--- src/rtl/pmvo_pkg.sv ---
`default_nettype none
package pmvo_pkg;

  localparam int MAX_VERTEX_COUNT = 16;
  localparam int MAX_EDGE_COUNT   = 256;

  localparam int VTX_W   = 5;
  localparam int WGT_W   = 10;
  localparam int IDX_W   = $clog2(MAX_VERTEX_COUNT);
  localparam int ADDR_W  = $clog2(MAX_EDGE_COUNT);
  localparam int FILL_W  = ADDR_W + 1;
  localparam int EDGE_W  = 2 * VTX_W + WGT_W;

  localparam logic [WGT_W-1:0] UNREACHED = WGT_W'(1000);
  localparam logic [VTX_W-1:0] VCOUNT_RESET = VTX_W'(10);

  typedef enum logic [2:0] {
    ST_LOAD,
    ST_INIT,
    ST_SCAN,
    ST_EMIT,
    ST_RELAX,
    ST_DRAIN
  } state_t;

  typedef struct packed {
    logic store_edge;
    logic init_run;
    logic scan_step;
    logic emit;
    logic relax_issue;
    logic clear_fill;
  } pmvo_cmd_t;

  typedef struct packed {
    logic n_zero;
    logic scan_done;
    logic relax_done;
    logic round_last;
    logic out_busy;
  } pmvo_status_t;

endpackage
`default_nettype wire

--- src/rtl/pmvo_ctrl.sv ---
`default_nettype none
module pmvo_ctrl (
  input  wire                    clk,
  input  wire                    rst,
  input  wire                    in_valid,
  input  wire                    last_edge,
  output logic                   in_stall,
  input  wire pmvo_pkg::pmvo_status_t status,
  output pmvo_pkg::pmvo_cmd_t    cmd
);

  pmvo_pkg::state_t state;
  pmvo_pkg::state_t state_next;
  logic             in_accept;

  assign in_accept = in_valid && (state == pmvo_pkg::ST_LOAD);

  always_ff @(posedge clk) begin
    if (rst) begin
      state <= pmvo_pkg::ST_LOAD;
    end else begin
      state <= state_next;
    end
  end

  always_comb begin
    state_next = state;
    unique case (state)
      pmvo_pkg::ST_LOAD: begin
        if (in_accept && last_edge) state_next = pmvo_pkg::ST_INIT;
      end
      pmvo_pkg::ST_INIT: begin
        state_next = status.n_zero ? pmvo_pkg::ST_LOAD : pmvo_pkg::ST_SCAN;
      end
      pmvo_pkg::ST_SCAN: begin
        if (status.scan_done) state_next = pmvo_pkg::ST_EMIT;
      end
      pmvo_pkg::ST_EMIT: begin
        if (!status.out_busy) begin
          state_next = status.round_last ? pmvo_pkg::ST_LOAD : pmvo_pkg::ST_RELAX;
        end
      end
      pmvo_pkg::ST_RELAX: begin
        if (status.relax_done) state_next = pmvo_pkg::ST_DRAIN;
      end
      pmvo_pkg::ST_DRAIN: begin
        state_next = pmvo_pkg::ST_SCAN;
      end
      default: state_next = pmvo_pkg::ST_LOAD;
    endcase
  end

  always_comb begin
    in_stall        = (state != pmvo_pkg::ST_LOAD);
    cmd             = '0;
    cmd.store_edge  = in_accept;
    unique case (state)
      pmvo_pkg::ST_INIT: begin
        cmd.init_run   = 1'b1;
        cmd.clear_fill = status.n_zero;
      end
      pmvo_pkg::ST_SCAN: begin
        cmd.scan_step = 1'b1;
      end
      pmvo_pkg::ST_EMIT: begin
        cmd.emit       = !status.out_busy;
        cmd.clear_fill = !status.out_busy && status.round_last;
      end
      pmvo_pkg::ST_RELAX: begin
        cmd.relax_issue = 1'b1;
      end
      default: begin
      end
    endcase
  end

endmodule
`default_nettype wire

--- config.mk ---
export PLATFORM = sky130hd
export DESIGN_NAME = pmvo_ctrl
export DESIGN_NICKNAME = d
export VERILOG_FILES = /design/src/rtl/pmvo_pkg.sv /design/src/rtl/pmvo_ctrl.sv
export SDC_FILE = /design/constraint.sdc
export NUM_CORES = 1
export LEC_CHECK = 0
export BUFFER_PORTS_ARGS = -buffer_cell sky130_fd_sc_hd__buf_2
export CORE_AREA = 4 4 41 43
export CTS_CLUSTER_DIAMETER = 30
export CTS_CLUSTER_SIZE = 14
export DETAILED_ROUTE_END_ITERATION = 7
export DIE_AREA = 0 0 45 47
export SYNTH_ARGS = -nofsm -noshare
export SYNTH_HDL_FRONTEND = slang
export SYNTH_SLANG_ARGS = --single-unit
--- constraint.sdc ---
create_clock -name clk -period 1.2 [get_ports clk]
set_input_delay 0.18 -clock clk [delete_from_list [all_inputs] [get_ports clk]]
set_output_delay 0.18 -clock clk [all_outputs]
set_load 0.02 [all_outputs]
==> results of run 1 <==
[worst max-delay path, cell delays in order, from the launching register on]
cell and delay [ns]:
dfxtp_4 0.37, or3_4 0.39, nor2_4 0.09, buf_6 0.11
[cells by family after synthesis]
logic type             Yosys count  share of synthesized area, %
buffers and inverters            6                          15.4
and+or+nand+nor                 19                          37.6
DFF                              3                          20.5
AOI/OAI and AO/OA               12                          26.5
[final cells by class]
class                   count  area (sq um)  share of cell area, %
clock buffers               4          26.3                   4.81
multi-input cells          31           235                   43.0
well taps                  15          18.8                   3.43
inverters                   2          7.51                   1.37
repair buffers             24           190                   34.8
flip-flops and latches      3          68.8                   12.6
[routing by layer]
metal | wire length [um] | share of wire (%)
met5 | 0 | 0
met4 | 14 | 1.6
met3 | 58 | 6.5
met2 | 445 | 50
met1 | 379 | 42
[worst min path at each step]
stage | to | cells after the start | from
2_1_floorplan | state[0]$_SDFFE_PP0P_ | 1 | rst
3_3_place_gp | state[2]$_SDFFE_PP0P_ | 2 | rst
3_5_place_dp | state[0]$_SDFFE_PP0P_ | 2 | rst
4_1_cts | state[0]$_SDFFE_PP0P_ | 2 | rst
5_1_grt | state[2]$_SDFFE_PP0P_ | 2 | rst
6_report | state[2]$_SDFFE_PP0P_ | 2 | rst
[report_power, final]
part | internal [mW] | switching (mW) | leakage, nW | total, mW
registers | 0.140 | 0.0524 | 0.0264 | 0.192
clock network | 0.126 | 0.0665 | 0.0150 | 0.192
logic | 0.361 | 0.322 | 0.198 | 0.683
[stage by stage]
step | utilization [%] | total power [mW] | TNS (ns) | setup WS (ns) | cell area [sq um]
CTS | 38.0 | 0.957 | -0.990 | -0.189 | 494
global placement | 29.8 | 0.636 | -0.0244 | -0.0174 | 388
global route | 42.0 | 1.14 | -1.56 | -0.206 | 547
finish | 42.0 | 1.07 | -1.06 | -0.183 | 547
detailed placement | 29.8 | 0.637 | -0.107 | -0.0760 | 388
floorplan | - | 0.557 | -0.0809 | -0.0809 | 309
[cells in the mapped netlist]
cell type	n	area, sq um
a311oi_1	1	8.76
o211ai_1	1	7.51
a21oi_1	6	30.0
or4b_1	1	10.0
a211o_2	1	10.0
a21o_1	1	7.51
nand2b_1	1	6.26
nand2_1	2	7.51
nor3_2	1	10.0
a31oi_1	1	6.26
o21bai_1	1	7.51
inv_1	2	7.51
dfxtp_1	3	60.1
buf_6	2	22.5
or2b_1	1	7.51
buf_4	2	15.0
nor3b_1	3	22.5
nand3b_1	1	7.51
nor2_1	6	22.5
or3_1	1	6.26
nand3_1	2	10.0
[cells in the final DEF (no fill, tap or decap)]
cell and n:
a211o_4 1, a21o_1 1, a21oi_1 5, a21oi_2 1, a311oi_1 1, a31oi_1 1
buf_2 8, buf_4 8, buf_6 8, clkbuf_1 1, clkbuf_4 3, dfxtp_2 1
dfxtp_4 2, inv_1 2, nand2_1 2, nand2b_1 1, nand3_1 2, nand3b_1 1
nor2_1 4, nor2_2 1, nor2_4 1, nor3_4 1, nor3b_1 2, nor3b_4 1
o211ai_1 1, o21bai_2 1, or2b_1 1, or3_4 1, or4b_1 1
[timing repair]
action	CTS	global route
hold buffers	0	0
pin swaps	5	4
endpoints found under the setup margin	9	10
setup buffers	5	1
resized for setup	17	12
==> flow_summary_export.csv, run 1 <==
group,metric,value,unit
setup_path,regToRegSetupSlack,-0.10,ns
timing,finalCritPeriodShare,115,%
drt,totalWireLength,898,um
drt,num_vias,376,
layout,syn2layout_area_growth,86.8,%
yosys,syn_inst,40,
setup_path,r2r-end,"state[1]$_SDFFE_PP0P_",
grt,antenna_found_initial,0,
die,die_area,0.00212,sq mm
clock_network,clock_latency,0.24,ns
power_and_ir_drop,p_leak,0.239,nW
setup_path,crit_type,"reg2out",
drt,drtIter0Drc,2,
grt,use_met3,1.92,%
layout,reg.largest.list,"state x3",
clock_network,numCtsBuffers,3,
grt,grt_usage,9.38,%
timing,tightestPinTransition,0.242,ns
drt,ant_nets,0,
layout,largest_register,"state",
power_and_ir_drop,power_density,1950,mW/mm^2
drt,dr.pass1.iters,2,
timing,holdWs,0.123,ns
drt,drc,0,
setup_path,endpoint,"cmd[5]",
grt,grt_max_degree,9,
run_status,violations,"setup timing",
die,io_pins,16,
yosys,netlist_area,293,sq um
timing,relSlewSlack,83.8,%
placement,dp_hpwl,575,um
drt,wl_per_cell,11.4,um
die,num_rows,13,
timing,finalHoldViolations,0,
grt,grt_pass1_vias,346,
timing,setup_viol,10,
setup_path,reg2reg_depth,4,
job,drv_cap,0,
layout,nNetsFinal,74,
yosys,synth_cell_types,21,
setup_path,cp_max_fo,8,
yosys,syn_nets,49,
yosys,synth_warnings,0,
timing,rsz0062_at_grt,"true",
placement,gp_congestion,0.778,
clock_network,cts.htree.levels,1,
layout,fillers,148,
grt,grt_use_met1,10.6,%
layout,largest_reg_flops,3,
layout,diodes,0,
die,coreArea,0.00130,sq mm
clock_network,clock_path_buffers,2,
setup_path,r2r-start,"state[1]$_SDFFE_PP0P_",
setup_path,cp-startpoint,"state[0]$_SDFFE_PP0P_",
worst_hold_path,hold_path_class,"in2reg",
timing,worst_slack,-0.183,ns
clock_network,cts.reportedPaths.clkPinSlew,0.04,ns
timing,fin_crit,1.38,ns
grt,top_usage_layer,"met2",
placement,place_inst,69,
drt,viasPerCell,4.76,
die,die_width,45,um
setup_path,start_kind,"register",
power_and_ir_drop,irDropWorstVdd,0.763,mV
grt,use_met2,15.5,%
grt,overflow,0,
run_status,outcome,"finished with violations",
timing,clock_skew,0.00335,ns
setup_path,endpoint_kind,"output pin",
setup_path,crit_required,1.02,ns
layout,drive_gt1_share,59.4,%
placement,io_buffers,15,
timing,slew_violations,0,
grt,grt_pass1_wl,1390,um
clock_network,cts_root_buffer,"clkbuf_4",
yosys,ys_seq_elements,3,
yosys,ys_seq_area_share,20.5,%
yosys,syn_area_per_cell,7.32,sq um
timing,fmax,723,MHz
clock_network,cts_tree,"done",
die,dieHeight,47,um
setup_path,arrival,1.20,ns
clock_network,cts_sinks,3,
die,start_util,22.5,%
layout,stdcell_count,79,
Note: power is estimated with default switching activity, not from simulation.
==> inputs of run 2 (changes only) <==
--- a/config.mk
+++ b/config.mk
@@ -7,6 +7,7 @@
 export LEC_CHECK = 0
 export BUFFER_PORTS_ARGS = -buffer_cell sky130_fd_sc_hd__buf_2
 export CORE_AREA = 4 4 41 43
+export CTS_BUF_LIST = sky130_fd_sc_hd__clkbuf_4
 export CTS_CLUSTER_DIAMETER = 30
 export CTS_CLUSTER_SIZE = 14
 export DETAILED_ROUTE_END_ITERATION = 7
==> flow_summary_export.csv, run 2 (synthesis results as in run 1) <==
group,metric,value,unit
die,num_rows,13,
setup_path,r2r-end,"state[1]$_SDFFE_PP0P_",
die,io_pins,16,
power_and_ir_drop,combPwrFrac,62.7,%
power_and_ir_drop,p_total,1.09,mW
clock_network,cts_hold_buffers,0,
timing,clock_skew,0.00281,ns
power_and_ir_drop,p_int,0.649,mW
worst_hold_path,whs_path_depth,2,
layout,syn2layout_area_growth,88.0,%
job,drv_cap,0,
die,coreArea,0.00130,sq mm
drt,num_vias,376,
drt,wl_per_cell,11.4,um
layout,final_util,42.3,%
grt,antenna_found_initial,0,
run_status,outcome,"finished with violations",
power_and_ir_drop,p_clk_share,19.7,%
layout,final_cell_mix,"buf_2, buf_6, buf_4, a21oi_1",
setup_path,endpoint_kind,"output pin",
timing,relSlewSlack,83.8,%
grt,grt_pass1_wl,1390,um
power_and_ir_drop,power_density,1980,mW/mm^2
placement,io_buffers,15,
timing,fin_setup_tns,-1.06,ns
clock_network,clock_latency,0.24,ns
grt,grt_pass1_vias,346,
grt,grt_usage,9.38,%
setup_path,crit_required,1.02,ns
setup_path,r2r-start,"state[1]$_SDFFE_PP0P_",
run_status,violations,"setup timing",
placement,placed_area,388,sq um
worst_hold_path,min_to,"state[2]$_SDFFE_PP0P_",
placement,gp_congestion,0.778,
timing,tightestPinTransition,0.242,ns
clock_network,cts_sinks,3,
die,start_util,22.5,%
power_and_ir_drop,p_sw_share,40.4,%
setup_path,reg2reg_depth,4,
timing,holdWs,0.123,ns
timing,setup_viol,10,
drt,viasPerCell,4.76,
layout,largest_register,"state",
layout,largest_reg_flops,3,
setup_path,regToRegSetupSlack,-0.10,ns
grt,grt_max_degree,9,
drt,totalWireLength,901,um
layout,reg.largest.list,"state x3",
power_and_ir_drop,switchingPower,0.441,mW
power_and_ir_drop,seqPwrFrac,17.6,%
layout,nNetsFinal,74,
layout,drive_gt1_share,60.9,%
timing,fin_crit,1.38,ns
die,die_area,0.00212,sq mm
setup_path,start_kind,"register",
clock_network,cts.htree.levels,1,
power_and_ir_drop,p_leak,0.243,nW
timing,finalHoldViolations,0,
die,die_width,45,um
drt,drc,0,
timing,finalCritPeriodShare,115,%
layout,diodes,0,
setup_path,cp_max_fo,8,
setup_path,crit_type,"reg2out",
clock_network,clock_path_buffers,2,
clock_network,cts.reportedPaths.clkPinSlew,0.04,ns
die,dieHeight,47,um
timing,slew_violations,0,
clock_network,numCtsBuffers,3,
timing,fmax,723,MHz
timing,rsz0062_at_grt,"true",
timing,worst_slack,-0.182,ns
placement,dp_hpwl,575,um
grt,overflow,0,
power_and_ir_drop,irDropWorstVdd,0.763,mV
clock_network,cts_root_buffer,"clkbuf_4",
setup_path,arrival,1.20,ns
drt,ant_nets,0,
layout,fillers,148,
worst_hold_path,hold_path_class,"in2reg",
layout,stdcell_area,551,sq um
drt,dr.pass1.iters,2,
clock_network,cts_tree,"done",
drt,drtIter0Drc,2,
worst_hold_path,min-delay-start,"rst",
run 2: cell counts in the layout (fill, tap and decap cells not counted):
No cell type changed its count.
run 2: how the worst max path moves through the flow:
| stage | slack [ns] | to | depth (start not counted) | startpoint |
|---|---|---|---|---|
| final | -0.18 | cmd[5] | 3 | state[0]$_SDFFE_PP0P_ |
| after detailed placement | -0.08 | state[1]$_SDFFE_PP0P_ | 4 | state[1]$_SDFFE_PP0P_ |
| after floorplan | -0.08 | cmd[5] | 4 | state[1]$_SDFFE_PP0P_ |
| after global placement | -0.02 | state[1]$_SDFFE_PP0P_ | 4 | state[1]$_SDFFE_PP0P_ |
| after global routing | -0.21 | cmd[0] | 4 | state[2]$_SDFFE_PP0P_ |
| after CTS | -0.19 | cmd[5] | 3 | state[1]$_SDFFE_PP0P_ |
run 2: timing repair:
item | in CTS | in global routing
resized for setup | 17 | 12
setup buffers | 5 | 1
endpoints found under the setup margin | 9 | 10
pin swaps | 5 | 4
run 2: through the flow:
stage          setup slack [ns]  cells
6_report                 -0.182     79
5_1_grt                  -0.206     79
4_1_cts                  -0.190     78
3_5_place_dp            -0.0760     69
3_3_place_gp            -0.0174     69
2_1_floorplan           -0.0809     40
run 2: metal layers:
layer	wire, um	track usage (%)	vias up
li1	-	-	193
met1	378	10.6	168
met2	449	15.5	13
met3	58	1.92	2
met4	14	7.02	0
met5	0	0	-
run 2: power by group through the flow:
stage / registers (mW) / clock network [mW] / logic, mW
after floorplan: 0.146 / 0 / 0.411
after global placement: 0.180 / 0 / 0.456
after detailed placement: 0.180 / 0 / 0.457
after CTS: 0.183 / 0.214 / 0.584
after global routing: 0.200 / 0.229 / 0.732
final: 0.192 / 0.214 / 0.683
run 2: critical path, cell delays in order, from the launching register on:
cell and delay, ns:
dfxtp_4 0.37, or3_4 0.39, nor2_4 0.09, buf_6 0.11
run 2: final cells by class:
| class | count | area, sq um | area share [%] |
|---|---|---|---|
| Clock buffer | 4 | 30.0 | 5.45 |
| Inverter | 2 | 7.51 | 1.36 |
| Multi-Input combinational cell | 31 | 235 | 42.7 |
| Sequential cell | 3 | 68.8 | 12.5 |
| Tap cell | 15 | 18.8 | 3.41 |
| Timing Repair Buffer | 24 | 190 | 34.5 |
==> inputs of run 3 (changes only) <==
--- a/config.mk
+++ b/config.mk
@@ -5,6 +5,7 @@
 export SDC_FILE = /design/constraint.sdc
 export NUM_CORES = 1
 export LEC_CHECK = 0
+export ABC_AREA = 1
 export BUFFER_PORTS_ARGS = -buffer_cell sky130_fd_sc_hd__buf_2
 export CORE_AREA = 4 4 41 43
 export CTS_BUF_LIST = sky130_fd_sc_hd__clkbuf_4
==> flow_summary_export.csv, run 3 <==
group,metric,value,unit
power_and_ir_drop,seqPwrFrac,18.5,%
worst_hold_path,hold_path_class,"in2reg",
yosys,synth_cell_types,17,
power_and_ir_drop,irDropWorstVdd,1.20,mV
yosys,ys_seq_elements,3,
timing,fin_crit,1.32,ns
grt,grt_max_degree,7,
drt,drtIter0Drc,2,
setup_path,crit_family,"flip-flops",
yosys,synth_common_cells,"nor2_1, nand2_1, inv_1, dfxtp_1",
drt,dr.pass1.iters,2,
drt,totalWireLength,693,um
layout,stdcell_count,86,
clock_network,cts.htree.levels,1,
yosys,ys_seq_area_share,21.2,%
yosys,syn_nets,57,
setup_path,cp-startpoint,"state[0]$_SDFFE_PP0P_",
setup_path,path_depth,6,
layout,drive_gt1_share,59.2,%
setup_path,start_kind,"register",
layout,nNetsFinal,81,
setup_path,reg2reg_depth,7,
power_and_ir_drop,p_clk_share,15.6,%
setup_path,crit_chain,"inv_4 > nor2_4 > nand2_1 > inv_2 > a22o_4 > buf_6",
layout,final_util,39.8,%
timing,holdWs,0.193,ns
die,die_area,0.00212,sq mm
layout,final_cell_mix,"nand2_1, nor2_1, buf_4, buf_2",
yosys,async_reset_ff_share,0,%
clock_network,clock_path_buffers,2,
setup_path,crit_type,"reg2out",
yosys,synth_most_common_cell,"nor2_1",
timing,finalCritPeriodShare,110,%
timing,relSlewSlack,88.7,%
placement,dp_hpwl,603,um
power_and_ir_drop,combPwrFrac,65.9,%
yosys,netlist_area,283,sq um
clock_network,cts.reportedPaths.clkPinSlew,0.04,ns
clock_network,clock_latency,0.23,ns
yosys,synthDominantCellAreaShare,21.2,%
yosys,synth_enable_flop_cells,0,
drt,drc,0,
yosys,ys.flop_type,"dfxtp_1",
layout,largest_reg_flops,3,
grt,grt_pass1_vias,335,
drt,wl_per_cell,8.06,um
timing,slew_violations,0,
setup_path,regToRegSetupSlack,0.10,ns
timing,finalHoldViolations,0,
drt,num_vias,360,
grt,grt_usage,7.58,%
setup_path,endpoint,"cmd[0]",
power_and_ir_drop,p_leak,0.273,nW
setup_path,cp_max_fo,6,
timing,fmax,756,MHz
setup_path,endpoint_kind,"output pin",
die,num_rows,13,
setup_path,r2r-start,"state[2]$_SDFFE_PP0P_",
setup_path,max_stage_delay,0.36,ns
clock_network,numCtsBuffers,3,
timing,tightestPinTransition,0.168,ns
die,start_util,21.7,%
power_and_ir_drop,p_sw_share,45.5,%
grt,antenna_found_initial,0,
placement,io_buffers,15,
timing,worst_slack,-0.124,ns
grt,grt_pass1_wl,1150,um
clock_network,cts_root_buffer,"clkbuf_4",
yosys,synth_warnings,0,
yosys,synth_area_leaders,"dfxtp_1, nor2_1, nand2_1",
timing,setup_viol,5,
layout,fillers,146,
timing,clock_skew,0.000342,ns
setup_path,crit_required,1.02,ns
power_and_ir_drop,p_int,0.694,mW
placement,place_inst,81,
yosys,synth_top_cell_by_area,"dfxtp_1",
clock_network,cts_tree,"done",
run_status,violations,"setup timing",
power_and_ir_drop,power_density,2460,mW/mm^2
die,io_pins,16,
power_and_ir_drop,switchingPower,0.580,mW
job,drv_cap,0,
run_status,outcome,"finished with violations",
yosys,syn_area_per_cell,5.89,sq um
setup_path,r2r-end,"state[1]$_SDFFE_PP0P_",
layout,largest_register,"state",
timing,fin_setup_tns,-0.271,ns
die,coreArea,0.00130,sq mm
layout,reg.largest.list,"state x3",
layout,diodes,0,
clock_network,cts_sinks,3,
grt,overflow,0,
clock_network,cts_hold_buffers,0,
timing,rsz0062_at_grt,"true",
setup_path,arrival,1.14,ns
die,dieHeight,47,um
setup_path,cp.buffers_inverters,3,
setup_path,critPathSlowestCell,"dfxtp_4",
placement,gp_congestion,0.735,
drt,ant_nets,0,
layout,syn2layout_area_growth,83.2,%
drt,viasPerCell,4.19,
die,die_width,45,um
yosys,syn_inst,48,
run 3: layout make-up:
type / instances / area (sq um) / share of cell area (%)
clock buffer: 4 / 30.0 / 5.80
inverter: 6 / 27.5 / 5.31
multi-input combinational: 37 / 224 / 43.2
sequential: 3 / 68.8 / 13.3
tap: 15 / 18.8 / 3.62
timing repair buffer: 21 / 149 / 28.7
run 3: cell families after synthesis:
kind of cell    share of synthesized area [%]
flops                                    21.2
compound gates                           4.87
simple gates                             59.3
buf+inv                                  14.6
run 3: timing repair:
| item | CTS | global route |
|---|---|---|
| pin swaps | 0 | 2 |
| endpoints found under the setup margin | 7 | 7 |
| resized for setup | 12 | 14 |
| buffers inserted | 0 | 1 |
run 3: power by group through the flow:
stage / registers, mW / logic, mW / clock network (mW)
2_1_floorplan: 0.179 / 0.509 / 0
3_3_place_gp: 0.189 / 0.689 / 0
3_5_place_dp: 0.190 / 0.687 / 0
4_1_cts: 0.211 / 0.729 / 0.205
5_1_grt: 0.245 / 0.922 / 0.216
6_report: 0.236 / 0.840 / 0.198
run 3: routing by layer:
metal	vias to the layer above	global-route usage, %	part of all wire, %
met2	12	10.7	47
met3	0	3.45	8.2
met1	155	9.07	45
li1	193	-	-
met4	0	5.26	0
met5	-	0	0
run 3: how the worst min path moves through the flow:
stage	endpoint	cells past startpoint	startpoint	slack (ns)
floorplan	state[0]$_SDFFE_PP0P_	3	rst	0.35
detailed placement	state[0]$_SDFFE_PP0P_	4	rst	0.44
global placement	state[1]$_SDFFE_PP0P_	4	rst	0.44
global route	state[1]$_SDFFE_PP0P_	4	rst	0.21
finish	state[0]$_SDFFE_PP0P_	4	rst	0.19
CTS	state[0]$_SDFFE_PP0P_	4	rst	0.19
run 3: metrics by stage:
stage          power, mW  cell area [sq um]  worst slack [ns]
5_1_grt             1.38                518            -0.170
4_1_cts             1.14                459            -0.126
6_report            1.27                518            -0.124
3_5_place_dp       0.877                407            0.0174
2_1_floorplan      0.688                294           0.00127
3_3_place_gp       0.878                407            0.0340
run 3: worst reg2reg max path, delay by kind of cell, from the launching register on:
family / cells / cell delay, ns
flops: 1 / 0.33
simple gates: 6 / 0.52
buf+inv: 1 / 0.14
